File: src/rtl/cesd_pkg.sv
// ----------------------------------------------------------------------------
// cesd_pkg
// shared types, character codes and lookup functions for the escape decoder
// ----------------------------------------------------------------------------
`default_nettype none

package cesd_pkg;

   // queue between front and back
   localparam int unsigned QUEUE_DEPTH_DEFAULT = 2;

   // character codes
   localparam logic [7:0] CH_ZERO   = 8'h30;
   localparam logic [7:0] CH_SEVEN  = 8'h37;
   localparam logic [7:0] CH_NINE   = 8'h39;
   localparam logic [7:0] CH_UP_A   = 8'h41;
   localparam logic [7:0] CH_UP_F   = 8'h46;
   localparam logic [7:0] CH_LO_A   = 8'h61;
   localparam logic [7:0] CH_LO_F   = 8'h66;
   localparam logic [7:0] CH_X      = 8'h78;
   localparam logic [7:0] CH_LO_U   = 8'h75;
   localparam logic [7:0] CH_UP_U   = 8'h55;
   localparam logic [7:0] CH_BSLASH = 8'h5C;

   // code point limits
   localparam logic [31:0] SURR_LO = 32'h0000_D800;
   localparam logic [31:0] SURR_HI = 32'h0000_DFFF;
   localparam logic [31:0] CP_MAX  = 32'h0010_FFFF;

   // digit counts
   localparam logic [3:0] OCT_MAX_DIGITS = 4'd3;
   localparam logic [3:0] UCN_SHORT_LEN  = 4'd4;
   localparam logic [3:0] UCN_LONG_LEN   = 4'd8;

   typedef enum logic [2:0] {
      ST_OK      = 3'd0,
      ST_UNKNOWN = 3'd1,
      ST_INCOMPL = 3'd2,
      ST_NOHEX   = 3'd3,
      ST_SHORT   = 3'd4,
      ST_BADCP   = 3'd5
   } status_type;

   // classified character, as handed from front to back
   typedef struct packed {
      logic       eot;
      logic [7:0] ch;
      logic       is_hex;
      logic [3:0] hex_val;
      logic       is_oct;
      logic       is_simple;
      logic [6:0] simple_val;
      logic       is_x;
      logic       is_ucn_start;
      logic       ucn_long;
   } item_type;

   // one result
   typedef struct packed {
      logic [31:0] value;
      logic        is_ucn;
      status_type  status;
      logic        char_used;
   } result_type;

   function automatic logic hex_digit(input logic [7:0] c);
      return (c >= CH_ZERO && c <= CH_NINE) || (c >= CH_LO_A && c <= CH_LO_F)
          || (c >= CH_UP_A && c <= CH_UP_F);
   endfunction

   function automatic logic [3:0] nibble_of(input logic [7:0] c);
      logic [7:0] v;
      v = 8'h00;
      if (c >= CH_ZERO && c <= CH_NINE) begin
         v = c - CH_ZERO;
      end else if (c >= CH_LO_A && c <= CH_LO_F) begin
         v = c - CH_LO_A + 8'd10;
      end else if (c >= CH_UP_A && c <= CH_UP_F) begin
         v = c - CH_UP_A + 8'd10;
      end
      return v[3:0];
   endfunction

   // simple escapes: bit 7 flags a match, bits 6:0 give the value
   function automatic logic [7:0] simple_lookup(input logic [7:0] c);
      case (c)
         8'h27:   return {1'b1, 7'h27};
         8'h22:   return {1'b1, 7'h22};
         8'h3F:   return {1'b1, 7'h3F};
         8'h5C:   return {1'b1, 7'h5C};
         8'h61:   return {1'b1, 7'd7};
         8'h62:   return {1'b1, 7'd8};
         8'h66:   return {1'b1, 7'd12};
         8'h6E:   return {1'b1, 7'd10};
         8'h72:   return {1'b1, 7'd13};
         8'h74:   return {1'b1, 7'd9};
         8'h76:   return {1'b1, 7'd11};
         default: return 8'h00;
      endcase
   endfunction

endpackage

`default_nettype wire

File: src/rtl/cesd_if.sv
// ----------------------------------------------------------------------------
// cesd channel interfaces
// valid/ready channels for characters in and decoded results out
// ----------------------------------------------------------------------------
`default_nettype none

interface cesd_req_if;
   logic       valid;
   logic       ready;
   logic [7:0] ch;
   logic       end_of_text;

   modport source (output valid, output ch, output end_of_text, input ready);
   modport sink   (input valid, input ch, input end_of_text, output ready);
endinterface

interface cesd_rsp_if;
   logic        valid;
   logic        ready;
   logic [31:0] value;
   logic        is_ucn;
   logic [2:0]  status;
   logic        char_used;

   modport source (output valid, output value, output is_ucn, output status,
                   output char_used, input ready);
   modport sink   (input valid, input value, input is_ucn, input status,
                   input char_used, output ready);
endinterface

`default_nettype wire

File: src/rtl/cesd_front.sv
// ----------------------------------------------------------------------------
// cesd_front
// accepts characters and classifies them for the back end
// ----------------------------------------------------------------------------
`default_nettype none

module cesd_front (
   cesd_req_if.sink            req_chan,
   input  wire logic           q_ready,
   output logic                q_push,
   output cesd_pkg::item_type  q_item
);
   import cesd_pkg::*;

   logic [7:0] simple;

   assign req_chan.ready = q_ready;
   assign q_push         = req_chan.valid && q_ready;
   assign simple         = simple_lookup(req_chan.ch);

   always_comb begin
      q_item              = '0;
      q_item.eot          = req_chan.end_of_text;
      q_item.ch           = req_chan.ch;
      // end of text never counts as a digit
      q_item.is_hex       = !req_chan.end_of_text && hex_digit(req_chan.ch);
      q_item.hex_val      = nibble_of(req_chan.ch);
      q_item.is_oct       = !req_chan.end_of_text && req_chan.ch >= CH_ZERO
                            && req_chan.ch <= CH_SEVEN;
      q_item.is_simple    = simple[7];
      q_item.simple_val   = simple[6:0];
      q_item.is_x         = (req_chan.ch == CH_X);
      q_item.is_ucn_start = (req_chan.ch == CH_LO_U) || (req_chan.ch == CH_UP_U);
      q_item.ucn_long     = (req_chan.ch == CH_UP_U);
   end

endmodule

`default_nettype wire

File: src/rtl/cesd_queue.sv
// ----------------------------------------------------------------------------
// cesd_queue
// small fifo of classified characters between front and back
// ----------------------------------------------------------------------------
`default_nettype none

module cesd_queue #(
   parameter int unsigned DEPTH = cesd_pkg::QUEUE_DEPTH_DEFAULT
) (
   input  wire logic                clock,
   input  wire logic                reset,
   input  wire logic                push,
   input  wire cesd_pkg::item_type  push_item,
   output logic                     ready,
   input  wire logic                pop,
   output logic                     valid,
   output cesd_pkg::item_type       pop_item
);
   import cesd_pkg::*;

   localparam int unsigned PTR_W = (DEPTH > 1) ? $clog2(DEPTH) : 1;
   localparam int unsigned CNT_W = $clog2(DEPTH + 1);

   item_type           entry_ff [DEPTH];
   logic [PTR_W-1:0]   wr_ptr_ff, wr_ptr_in;
   logic [PTR_W-1:0]   rd_ptr_ff, rd_ptr_in;
   logic [CNT_W-1:0]   count_ff, count_in;
   logic               do_push, do_pop;

   assign ready    = (count_ff != CNT_W'(DEPTH));
   assign valid    = (count_ff != '0);
   assign pop_item = entry_ff[rd_ptr_ff];
   assign do_push  = push && ready;
   assign do_pop   = pop && valid;

   always_comb begin
      wr_ptr_in = wr_ptr_ff;
      rd_ptr_in = rd_ptr_ff;
      count_in  = count_ff;
      if (do_push) begin
         wr_ptr_in = (wr_ptr_ff == PTR_W'(DEPTH - 1)) ? '0 : wr_ptr_ff + 1'b1;
      end
      if (do_pop) begin
         rd_ptr_in = (rd_ptr_ff == PTR_W'(DEPTH - 1)) ? '0 : rd_ptr_ff + 1'b1;
      end
      if (do_push && !do_pop) begin
         count_in = count_ff + 1'b1;
      end else if (do_pop && !do_push) begin
         count_in = count_ff - 1'b1;
      end
   end

   always_ff @(posedge clock) begin
      if (reset) begin
         wr_ptr_ff <= '0;
         rd_ptr_ff <= '0;
         count_ff  <= '0;
      end else begin
         wr_ptr_ff <= wr_ptr_in;
         rd_ptr_ff <= rd_ptr_in;
         count_ff  <= count_in;
      end
   end

   always_ff @(posedge clock) begin
      if (do_push) begin
         entry_ff[wr_ptr_ff] <= push_item;
      end
   end

endmodule

`default_nettype wire

File: src/rtl/cesd_back.sv
// ----------------------------------------------------------------------------
// cesd_back
// escape sequence state machine with registered result
// ----------------------------------------------------------------------------
`default_nettype none

module cesd_back (
   input  wire logic                clock,
   input  wire logic                reset,
   input  wire logic                q_valid,
   input  wire cesd_pkg::item_type  q_item,
   output logic                     q_pop,
   output logic                     out_valid,
   output cesd_pkg::result_type     out_result,
   input  wire logic                out_ready
);
   import cesd_pkg::*;

   typedef enum logic [2:0] {
      MODE_FIRST = 3'd0,
      MODE_OCT   = 3'd1,
      MODE_HEX0  = 3'd2,
      MODE_HEX   = 3'd3,
      MODE_UCN   = 3'd4
   } mode_type;

   mode_type    mode_ff, mode_in;
   logic [31:0] acc_ff, acc_in;
   logic [3:0]  count_ff, count_in;
   logic        long_ff, long_in;
   logic        valid_ff, valid_in;
   result_type  result_ff, result_in;

   logic        emit;
   result_type  res;
   logic [31:0] acc_oct, acc_hex;
   logic [3:0]  count_inc;
   logic        ucn_done, bad_cp;

   assign q_pop      = q_valid && (!valid_ff || out_ready);
   assign out_valid  = valid_ff;
   assign out_result = result_ff;

   assign acc_oct   = {acc_ff[28:0], q_item.ch[2:0]};
   assign acc_hex   = {acc_ff[27:0], q_item.hex_val};
   assign count_inc = count_ff + 4'd1;
   assign ucn_done  = long_ff ? (count_inc >= UCN_LONG_LEN) : (count_inc >= UCN_SHORT_LEN);
   assign bad_cp    = (acc_hex >= SURR_LO && acc_hex <= SURR_HI) || (acc_hex > CP_MAX);

   always_comb begin
      mode_in  = mode_ff;
      acc_in   = acc_ff;
      count_in = count_ff;
      long_in  = long_ff;
      emit     = 1'b0;
      res      = '{value: 32'd0, is_ucn: 1'b0, status: ST_OK, char_used: 1'b0};

      case (mode_ff)
         MODE_OCT: begin
            if (!q_item.is_oct) begin
               emit      = 1'b1;
               res.value = acc_ff;
            end else begin
               acc_in   = acc_oct;
               count_in = count_inc;
               if (count_inc >= OCT_MAX_DIGITS) begin
                  emit          = 1'b1;
                  res.value     = acc_oct;
                  res.char_used = 1'b1;
               end
            end
         end
         MODE_HEX0: begin
            if (!q_item.is_hex) begin
               emit       = 1'b1;
               res.value  = {24'd0, CH_X};
               res.status = ST_NOHEX;
            end else begin
               acc_in  = {28'd0, q_item.hex_val};
               mode_in = MODE_HEX;
            end
         end
         MODE_HEX: begin
            if (!q_item.is_hex) begin
               emit      = 1'b1;
               res.value = acc_ff;
            end else begin
               acc_in = acc_hex;
            end
         end
         MODE_UCN: begin
            if (!q_item.is_hex) begin
               emit       = 1'b1;
               res.value  = acc_ff;
               res.is_ucn = 1'b1;
               res.status = ST_SHORT;
            end else begin
               acc_in   = acc_hex;
               count_in = count_inc;
               if (ucn_done) begin
                  emit          = 1'b1;
                  res.value     = acc_hex;
                  res.is_ucn    = 1'b1;
                  res.status    = bad_cp ? ST_BADCP : ST_OK;
                  res.char_used = 1'b1;
               end
            end
         end
         default: begin
            // first character after the backslash
            if (q_item.eot) begin
               emit       = 1'b1;
               res.value  = {24'd0, CH_BSLASH};
               res.status = ST_INCOMPL;
            end else if (q_item.is_simple) begin
               emit          = 1'b1;
               res.value     = {25'd0, q_item.simple_val};
               res.char_used = 1'b1;
            end else if (q_item.is_oct) begin
               acc_in   = {29'd0, q_item.ch[2:0]};
               count_in = 4'd1;
               mode_in  = MODE_OCT;
            end else if (q_item.is_x) begin
               acc_in   = '0;
               count_in = '0;
               mode_in  = MODE_HEX0;
            end else if (q_item.is_ucn_start) begin
               acc_in   = '0;
               count_in = '0;
               long_in  = q_item.ucn_long;
               mode_in  = MODE_UCN;
            end else begin
               emit          = 1'b1;
               res.value     = {24'd0, q_item.ch};
               res.status    = ST_UNKNOWN;
               res.char_used = 1'b1;
            end
         end
      endcase

      // after a result everything returns to its reset values
      if (emit) begin
         mode_in  = MODE_FIRST;
         acc_in   = '0;
         count_in = '0;
         long_in  = 1'b0;
      end

      valid_in  = valid_ff && !out_ready;
      result_in = result_ff;
      if (q_pop && emit) begin
         valid_in  = 1'b1;
         result_in = res;
      end
      if (!q_pop) begin
         mode_in  = mode_ff;
         acc_in   = acc_ff;
         count_in = count_ff;
         long_in  = long_ff;
      end
   end

   always_ff @(posedge clock) begin
      if (reset) begin
         mode_ff  <= MODE_FIRST;
         acc_ff   <= '0;
         count_ff <= '0;
         long_ff  <= 1'b0;
         valid_ff <= 1'b0;
      end else begin
         mode_ff  <= mode_in;
         acc_ff   <= acc_in;
         count_ff <= count_in;
         long_ff  <= long_in;
         valid_ff <= valid_in;
      end
      result_ff <= result_in;
   end

endmodule

`default_nettype wire

File: src/rtl/c_escape_sequence_decoder.sv
// ----------------------------------------------------------------------------
// c_escape_sequence_decoder
// decodes the characters after a backslash in a c literal body
// ----------------------------------------------------------------------------
// usage:
//   req_chan carries one character (ch) per transfer, or an end-of-text
//   mark (end_of_text = 1, ch ignored). rsp_chan carries one result per
//   completed sequence: value, is_ucn, status and char_used. when
//   char_used is 0 the character of that transfer is not part of the
//   sequence and must be fed to the next stage again.
//   a result appears on rsp_chan after the transfer that completes it is
//   written into the queue and the back state machine has stepped it into
//   its result register.
//   throughput: one character per cycle while no result is held or
//   rsp_chan.ready is high, set by the back state machine, which steps
//   once per queued character.
//   reset (synchronous) empties the queue, drops any pending result and
//   returns the decoder to waiting for the first character.
//   when the receiver stalls, the result register holds; the queue keeps
//   taking characters until it fills, then req_chan.ready drops.
// ----------------------------------------------------------------------------
`default_nettype none

module c_escape_sequence_decoder #(
   parameter int unsigned QUEUE_DEPTH = cesd_pkg::QUEUE_DEPTH_DEFAULT
) (
   input  wire logic   clock,
   input  wire logic   reset,
   cesd_req_if.sink    req_chan,
   cesd_rsp_if.source  rsp_chan
);
   import cesd_pkg::*;

   // front to queue
   logic       q_push;
   logic       q_ready;
   item_type   q_in_item;

   // queue to back
   logic       q_valid;
   logic       q_pop;
   item_type   q_out_item;

   // back to result channel
   logic       out_valid;
   result_type out_result;

   // classify each character as it is accepted
   cesd_front u_front (
      .req_chan (req_chan),
      .q_ready  (q_ready),
      .q_push   (q_push),
      .q_item   (q_in_item)
   );

   // decouples the front from a stalled back end
   cesd_queue #(
      .DEPTH (QUEUE_DEPTH)
   ) u_queue (
      .clock     (clock),
      .reset     (reset),
      .push      (q_push),
      .push_item (q_in_item),
      .ready     (q_ready),
      .pop       (q_pop),
      .valid     (q_valid),
      .pop_item  (q_out_item)
   );

   // sequence state machine and result register
   cesd_back u_back (
      .clock      (clock),
      .reset      (reset),
      .q_valid    (q_valid),
      .q_item     (q_out_item),
      .q_pop      (q_pop),
      .out_valid  (out_valid),
      .out_result (out_result),
      .out_ready  (rsp_chan.ready)
   );

   assign rsp_chan.valid     = out_valid;
   assign rsp_chan.value     = out_result.value;
   assign rsp_chan.is_ucn    = out_result.is_ucn;
   assign rsp_chan.status    = out_result.status;
   assign rsp_chan.char_used = out_result.char_used;

   // an unknown escape always consumes its character
   assert property (@(posedge clock) disable iff (reset)
      rsp_chan.valid && rsp_chan.status == ST_UNKNOWN |-> rsp_chan.char_used)
      else $error("unknown escape without char_used");

   // a ucn result is ok, short or a bad code point
   assert property (@(posedge clock) disable iff (reset)
      rsp_chan.valid && rsp_chan.is_ucn |->
         rsp_chan.status == ST_OK || rsp_chan.status == ST_SHORT
         || rsp_chan.status == ST_BADCP)
      else $error("ucn result with raw-only status");

   // a complete ucn always consumes its last digit
   assert property (@(posedge clock) disable iff (reset)
      rsp_chan.valid && rsp_chan.is_ucn && rsp_chan.status != ST_SHORT
         |-> rsp_chan.char_used)
      else $error("complete ucn without char_used");

   // the back end only steps when the queue holds an item
   assert property (@(posedge clock) disable iff (reset)
      q_pop |-> q_valid)
      else $error("pop from empty queue");

endmodule

`default_nettype wire

File: src/flat_wrapper.sv
// flat-port wrapper written by rule: the top's interface ports become plain ports
module c_escape_sequence_decoder_flat import cesd_pkg::*;
#(
   parameter int unsigned QUEUE_DEPTH = cesd_pkg::QUEUE_DEPTH_DEFAULT
)
  (clock, reset, req_chan_valid, req_chan_ch, req_chan_end_of_text, req_chan_ready, rsp_chan_valid, rsp_chan_value, rsp_chan_is_ucn, rsp_chan_status, rsp_chan_char_used, rsp_chan_ready);
  cesd_req_if req_chan_i ();
  cesd_rsp_if rsp_chan_i ();
  input  wire logic clock;
  input  wire logic reset;
  input wire logic [$bits(req_chan_i.valid)-1:0] req_chan_valid;
  input wire logic [$bits(req_chan_i.ch)-1:0] req_chan_ch;
  input wire logic [$bits(req_chan_i.end_of_text)-1:0] req_chan_end_of_text;
  output wire logic [$bits(req_chan_i.ready)-1:0] req_chan_ready;
  output wire logic [$bits(rsp_chan_i.valid)-1:0] rsp_chan_valid;
  output wire logic [$bits(rsp_chan_i.value)-1:0] rsp_chan_value;
  output wire logic [$bits(rsp_chan_i.is_ucn)-1:0] rsp_chan_is_ucn;
  output wire logic [$bits(rsp_chan_i.status)-1:0] rsp_chan_status;
  output wire logic [$bits(rsp_chan_i.char_used)-1:0] rsp_chan_char_used;
  input wire logic [$bits(rsp_chan_i.ready)-1:0] rsp_chan_ready;
  assign req_chan_i.valid = req_chan_valid;
  assign req_chan_i.ch = req_chan_ch;
  assign req_chan_i.end_of_text = req_chan_end_of_text;
  assign req_chan_ready = req_chan_i.ready;
  assign rsp_chan_valid = rsp_chan_i.valid;
  assign rsp_chan_value = rsp_chan_i.value;
  assign rsp_chan_is_ucn = rsp_chan_i.is_ucn;
  assign rsp_chan_status = rsp_chan_i.status;
  assign rsp_chan_char_used = rsp_chan_i.char_used;
  assign rsp_chan_i.ready = rsp_chan_ready;
  c_escape_sequence_decoder #(.QUEUE_DEPTH(QUEUE_DEPTH)) u_core (.clock(clock), .reset(reset), .req_chan(req_chan_i), .rsp_chan(rsp_chan_i));
endmodule
File: config.mk
export PLATFORM = sky130hd
export DESIGN_NAME = c_escape_sequence_decoder_flat
export DESIGN_NICKNAME = d
export VERILOG_FILES = /design/src/rtl/cesd_pkg.sv /design/src/rtl/cesd_if.sv /design/src/rtl/cesd_front.sv /design/src/rtl/cesd_queue.sv /design/src/rtl/cesd_back.sv /design/src/rtl/c_escape_sequence_decoder.sv /design/src/flat_wrapper.sv
export SDC_FILE = /design/constraint.sdc
export NUM_CORES = 1
export LEC_CHECK = 0
export BUFFER_PORTS_ARGS = -buffer_cell sky130_fd_sc_hd__buf_4
export CAP_MARGIN = 20
export CORE_MARGIN = 5
export CORE_UTILIZATION = 40
export CTS_CLUSTER_SIZE = 14
export DETAILED_ROUTE_END_ITERATION = 8
export PLACE_DENSITY = 0.56
export SYNTH_ARGS = -nofsm -noshare
export SYNTH_HDL_FRONTEND = slang
export SYNTH_HIERARCHICAL = 1
export SYNTH_SLANG_ARGS = --single-unit
File: constraint.sdc
create_clock -name clock -period 7.8 [get_ports clock]
set_input_delay 0.78 -clock clock [delete_from_list [all_inputs] [get_ports clock]]
set_output_delay 0.78 -clock clock [all_outputs]
set_load 0.03 [all_outputs]
After elaboration in Yosys (flattened, before gate mapping)
Memories as Yosys holds them, arrays and structs flattened. A register that Yosys moved wholly into a read port is not among the register bits.
Cells that the tools add are included.

word-level totals
  RAM bits = 52
  register bits = 82
  logic and storage cells = 196
  memories kept = 1
  input bits = 13
  output and inout port bits = 39

memories
  memory                   depth  width  read ports  clocked after Yosys merged registers in  write ports  RTL line          source
  u_core.u_queue.entry_ff  2      26     1           1                                        1            cesd_queue.sv:24  item_type entry_ff [DEPTH];

cells by class
  equality and inequality tests = 36
  $add $sub $neg = 10
  muxes and demuxes = 84
  $lt $le $gt $ge = 13
  reductions and logical operators = 40

operator list
  operator                number
  $mux W32                16
  $pmux W32 S4            1
  $pmux W32 S3            1
  $eq A8 B7 Y1 const B    11
  $pmux W8 S11            1
  $mux W4                 11
  $mux W37                1
  $mux W36                1
  $ge A32 B16 Y1 const B  1
  $gt A32 B21 Y1 const B  1
  $le A32 B16 Y1 const B  1
  $mux W1                 30
  $eq A8 B6 Y1 const B    3
  $mux W3                 8
  $reduce_and A7 Y1       3
  $ge A8 B7 Y1 const B    2
  $le A8 B6 Y1 const B    2
  $le A8 B7 Y1 const B    2
  $logic_and A1 B1 Y1     15
  $ne A3 B3 Y1 const B    5
  $mux W2                 7
  $pmux W4 S3             1
  $reduce_bool A6 Y1      2
  $sub A4 B1 Y4 const B   3
  30 further kinds        54

Longest topological paths before layout
  depth in word-level cells = 8
  depth in mapped cells = 10

Hierarchy
The synthesis kept the hierarchy.

by module, submodules not included
  module      sequential area each (µm²)  cells each  times used  area each (µm²)
  cesd_back   1931.9                      460         1           4196.5
  cesd_queue  1661.6                      105         1           2097.0
  cesd_front  0.0                         90          1           594.3

Worst setup path before layout
Ideal clock, no wire load.

  kind = register -> register
  start point = register with a tool-made name
  end point = register u_core.u_back.result_ff (netlist bit u_core/u_back/out_result[0]) (enable)
  clock period less this slack = 3.014 ns
  buffers on the path = 2
  required time = 7.405 ns
  stages on the path, launching flop included = 10
  arrival time = 2.619 ns
  setup time = 0.395 ns
  setup slack = 4.786 ns
  cell sequence = dfxtp_1 buf_2 buf_4 mux2_2 clkinv_1 nor2_2 a41oi_1 a21o_1 nand2_1 inv_1

RTL lines
  element               RTL line          source
  to (signal assigned)  cesd_back.sv:177  result_ff <= result_in;
  to (decl)             cesd_back.sv:32   result_type result_ff, result_in;

Final worst setup path
  start point = register u_core.u_back.mode_ff[2]
  end point = register u_core.u_back.count_ff[0]

between the ends
  longest elaborated chain between the ends = 5

ends and longest elaborated chain
  element                                                      RTL line          source
  from (decl)                                                  cesd_back.sv:27   mode_type mode_ff, mode_in;
  from (signal assigned)                                       cesd_back.sv:171  mode_ff <= mode_in;
  $eq A3 B2 Y1                                                 cesd_back.sv:58   case (mode_ff)
  $reduce_or A2 Y1 (no source line)                            -
  $pmux W1 S3                                                  cesd_back.sv:58
  $ne A4 B4 Y1 (no source line), or another cell as far along  -
  $reduce_and A7 Y1 (no source line)                           -
  to (signal assigned)                                         cesd_back.sv:173  count_ff <= count_in;
  to (decl)                                                    cesd_back.sv:29   logic [3:0] count_ff, count_in;

Parallel ways exist; a longest one is shown, timed or not.
A chain may end at the register's enable or synchronous reset.

==> results.yml <==
synth:
  synthArstFlopShare_pct: 0
  synth_cell_types: 66
  synthesis.nets: 675
  synth_edf_count: 89
  synth_ff_type: "edfxtp_1"
  ys_seq_area_share_pct: 52.17
  syn_area_sq_mm: 0.006888
  yosysTopAreaCell: "edfxtp_1"
  synth-seq-cells: 135
  syn_inst: 655
  synth_warnings: 6
  avgSynthCellArea_sq_um: 10.52
  synthTopCellsByArea: "edfxtp_1 (39%), dfxtp_1 (13%), mux2_2 (4.6%)"
  synth.top_cell.area_share_pct: 38.80
routing:
  drc: 0
  wirelength_microns: 16000
  vias: 5264
  routed_via_density: 5.766
  ant_nets: 0
  dr.pass1.iters: 6
  wl_per_cell_microns: 17.52
  detail_route.iter0.violations: 409
placed_design:
  hpwl_microns: 10560
  io_buffers: 51
  dp.cells: 879
  finalWeightedCongestion: 0.8376
die:
  die_area_sq_mm: 0.01994
  die_x_microns: 141.2
  core_area_sq_mm: 0.01712
  io_pins: 52
  start_util_pct: 40.24
  dieHeight_microns: 141.2
  num_rows: 48
power_and_ir_drop:
  switchingPower_uw: 1017
  leakage_uw: 0.002908
  p_sw_share_pct: 36.83
  p_comb_share_pct: 35.2
  clockPowerShare_pct: 27.4
  internal_power_uw: 1744
  ir_worst_vdd_mv: 0.1650
  p_per_area_mw_per_mm2: 349.0
  pwr-share-seq_pct: 37.4
run_status:
  status: "completed"
setup_path:
  cpPeakStageDelay_ns: 0.78
  worst-path-max-fanout: 39
  cp-start-kind: "flip-flop"
  cp_top_family: "compound AO/OA/AOI/OAI gates"
  cp.arrival_ns: 3.72
  critPathKind: "reg -> reg"
  cp-end-kind: "flip-flop"
  critPathRequiredTime_ns: 8.12
  cp_num_buf_inv: 2
  path_cells: "o21ai_0 > a21oi_1 > nand3b_1 > a21o_1 > nand2_1 > inv_1 > buf_4 > o41ai_1"
  crit_slowest_cell: "dfxtp_1"
worst_hold_path:
  hp-class: "reg -> reg"
final_layout:
  final_nets: 695
  syn2layout_area_growth_pct: 14.84
  instances_no_fill: 913
  final_common_cell: "edfxtp_1"
  drive_above_1_share_pct: 19.48
  n_antenna_cell: 0
  layout_common_cells: "edfxtp_1 (89), buf_4 (60), a21oi_1 (57), nand2_1 (49), dfxtp_1 (46)"
clock_network:
  cts_buffer_depth: 2
  cts_setup_buffers: 0
  cts_buffers: 17
  ctsHoldBuffers: 0
  clock_latency_ns: 0.43
  path_clk_slew_ns: 0.05
  cts.sinks: 135
  htree_levels: 4
  cts_root_buf: "clkbuf_16"
  cts_tree: "built"
  cts_resized: 0
timing:
  rsz0062_at_grt: "false"
  slew-limit-headroom_pct: 29.92
  final.setup_skew_ns: 0.006344
  fin_crit_sh_pct: 43.59
  timing.final.max_slew_violations: 0
  fmax_ghz: 0.2941
  setup_tns_ns: 0
  worst_pin_slew_ns: 1.050
  hold_viol_final: 0
  fin_crit_ns: 3.400
  setup_violations: 0
grt:
  grt_pass1_vias: 5067
  antenna_found_initial: 0
  grt-ovfl-total: 0
  grt_max_degree: 54
  grtUsageTotal_pct: 16.43
  grt_pass1_wl_microns: 26060
run:
  drv_cap: 0
==> worst reg2reg max path, cell delays in order (launching register included) <==
cell	delay, ns
dfxtp_1	0.78
o21ai_0	0.25
a21oi_1	0.77
nand3b_1	0.26
a21o_1	0.32
nand2_1	0.13
inv_1	0.15
buf_4	0.30
o41ai_1	0.35
==> logic make-up (layout without fill, tap and decap cells) <==
family          Yosys count  after routing  share of synthesized area [%]
flops                   135            135                          52.17
fa+ha+maj                 7              7                          1.272
simple gates            193            193                          15.06
xor+xnor                  4              4                         0.5086
buf+inv                 101            134                          6.576
mux                      29             29                          4.723
compound gates          186            186                          19.69
==> metal layers <==
layer,global-route usage (%),share of wire [%]
met5,0,0
met4,7.853,2.4
met3,3.765,4.5
met2,27.49,51
met1,20.01,43
==> final timing paths <==
check | end | slack (ns) | cells after the start | start
worst max-delay path | u_core/u_back/count_ff[0] | 4.40 | 8 | u_core/u_back/mode_ff[2]
worst min-delay path | u_core/u_back/acc_ff[29] | 0.46 | 2 | u_core/u_back/acc_ff[29]
worst max register to register | u_core/u_back/count_ff[0] | 4.40 | 8 | u_core/u_back/mode_ff[2]
worst min register to register | u_core/u_back/acc_ff[29] | 0.46 | 2 | u_core/u_back/acc_ff[29]
==> registers in the layout, summed over array words and instances, names as in the netlist, named ones only <==
register                  flops
u_core/u_queue/count_ff       2
u_core/u_back/acc_ff         32
u_core/u_back/out_valid       1
u_core/u_back/out_result     37
u_core/u_back/count_ff        4
u_core/u_back/long_ff         1
u_core/u_back/mode_ff         3
u_core/u_queue/wr_ptr_ff      1
u_core/u_queue/rd_ptr_ff      1
u_core/u_queue/entry_ff      52
==> synthesized netlist by cell type (3+ instances only) <==
| library cell | n |
|---|---|
| a221oi_1 | 7 |
| a21o_1 | 3 |
| a21bo_2 | 3 |
| buf_1 | 7 |
| or4b_1 | 4 |
| nor4_1 | 8 |
| a22oi_1 | 9 |
| a211oi_1 | 3 |
| a22o_1 | 34 |
| nand3b_1 | 5 |
| o21ai_0 | 18 |
| xor2_1 | 4 |
| o21bai_1 | 3 |
| a221o_1 | 5 |
| buf_2 | 11 |
| nor2b_1 | 6 |
| nand2b_1 | 12 |
| dfxtp_1 | 46 |
| a32o_1 | 3 |
| inv_1 | 38 |
| and2_1 | 3 |
| nand3_1 | 33 |
| a222oi_1 | 24 |
| buf_4 | 12 |
| edfxtp_1 | 89 |
| nor2_1 | 29 |
| nor3b_1 | 3 |
| nor4b_1 | 3 |
| a21oi_1 | 57 |
| nor3_1 | 12 |
| mux2_2 | 28 |
| nand2_1 | 49 |
| clkbuf_1 | 29 |
| ha_1 | 7 |
| or3_1 | 8 |
==> metrics by stage <==
step / utilization [%] / setup slack (ns) / instance area, sq um / total power [uW] / hold slack (ns)
floorplan: - / 4.786 / 6888 / 1721 / 0.4359
global placement: 42.82 / 4.149 / 7330 / 2003 / 0.4499
detailed placement: 42.82 / 4.066 / 7330 / 2021 / 0.4560
CTS: 46.12 / 4.425 / 7894 / 2783 / 0.4634
global route: 46.21 / 4.027 / 7910 / 2904 / 0.4846
finish: 46.21 / 4.400 / 7910 / 2760 / 0.4632
==> cell type report <==
class / instances / area, sq um
fillers: 1579 / 9206
flip-flops and latches: 135 / 3593
multi-input cells: 419 / 2854
repair buffers: 62 / 466.7
clock buffers: 18 / 429.2
well taps: 225 / 281.5
inverters: 40 / 150.1
clock inverters: 14 / 135.1
==> power groups by stage <==
stage | sequential, uW | clock (uW) | combinational, uW
after floorplan | 1200 | 0 | 520
after global placement | 1040 | 0 | 959
after detailed placement | 1050 | 0 | 972
after CTS | 1030 | 773 | 975
after global routing | 1050 | 808 | 1040
final | 1030 | 757 | 971
(Power assumes the default switching activity.)
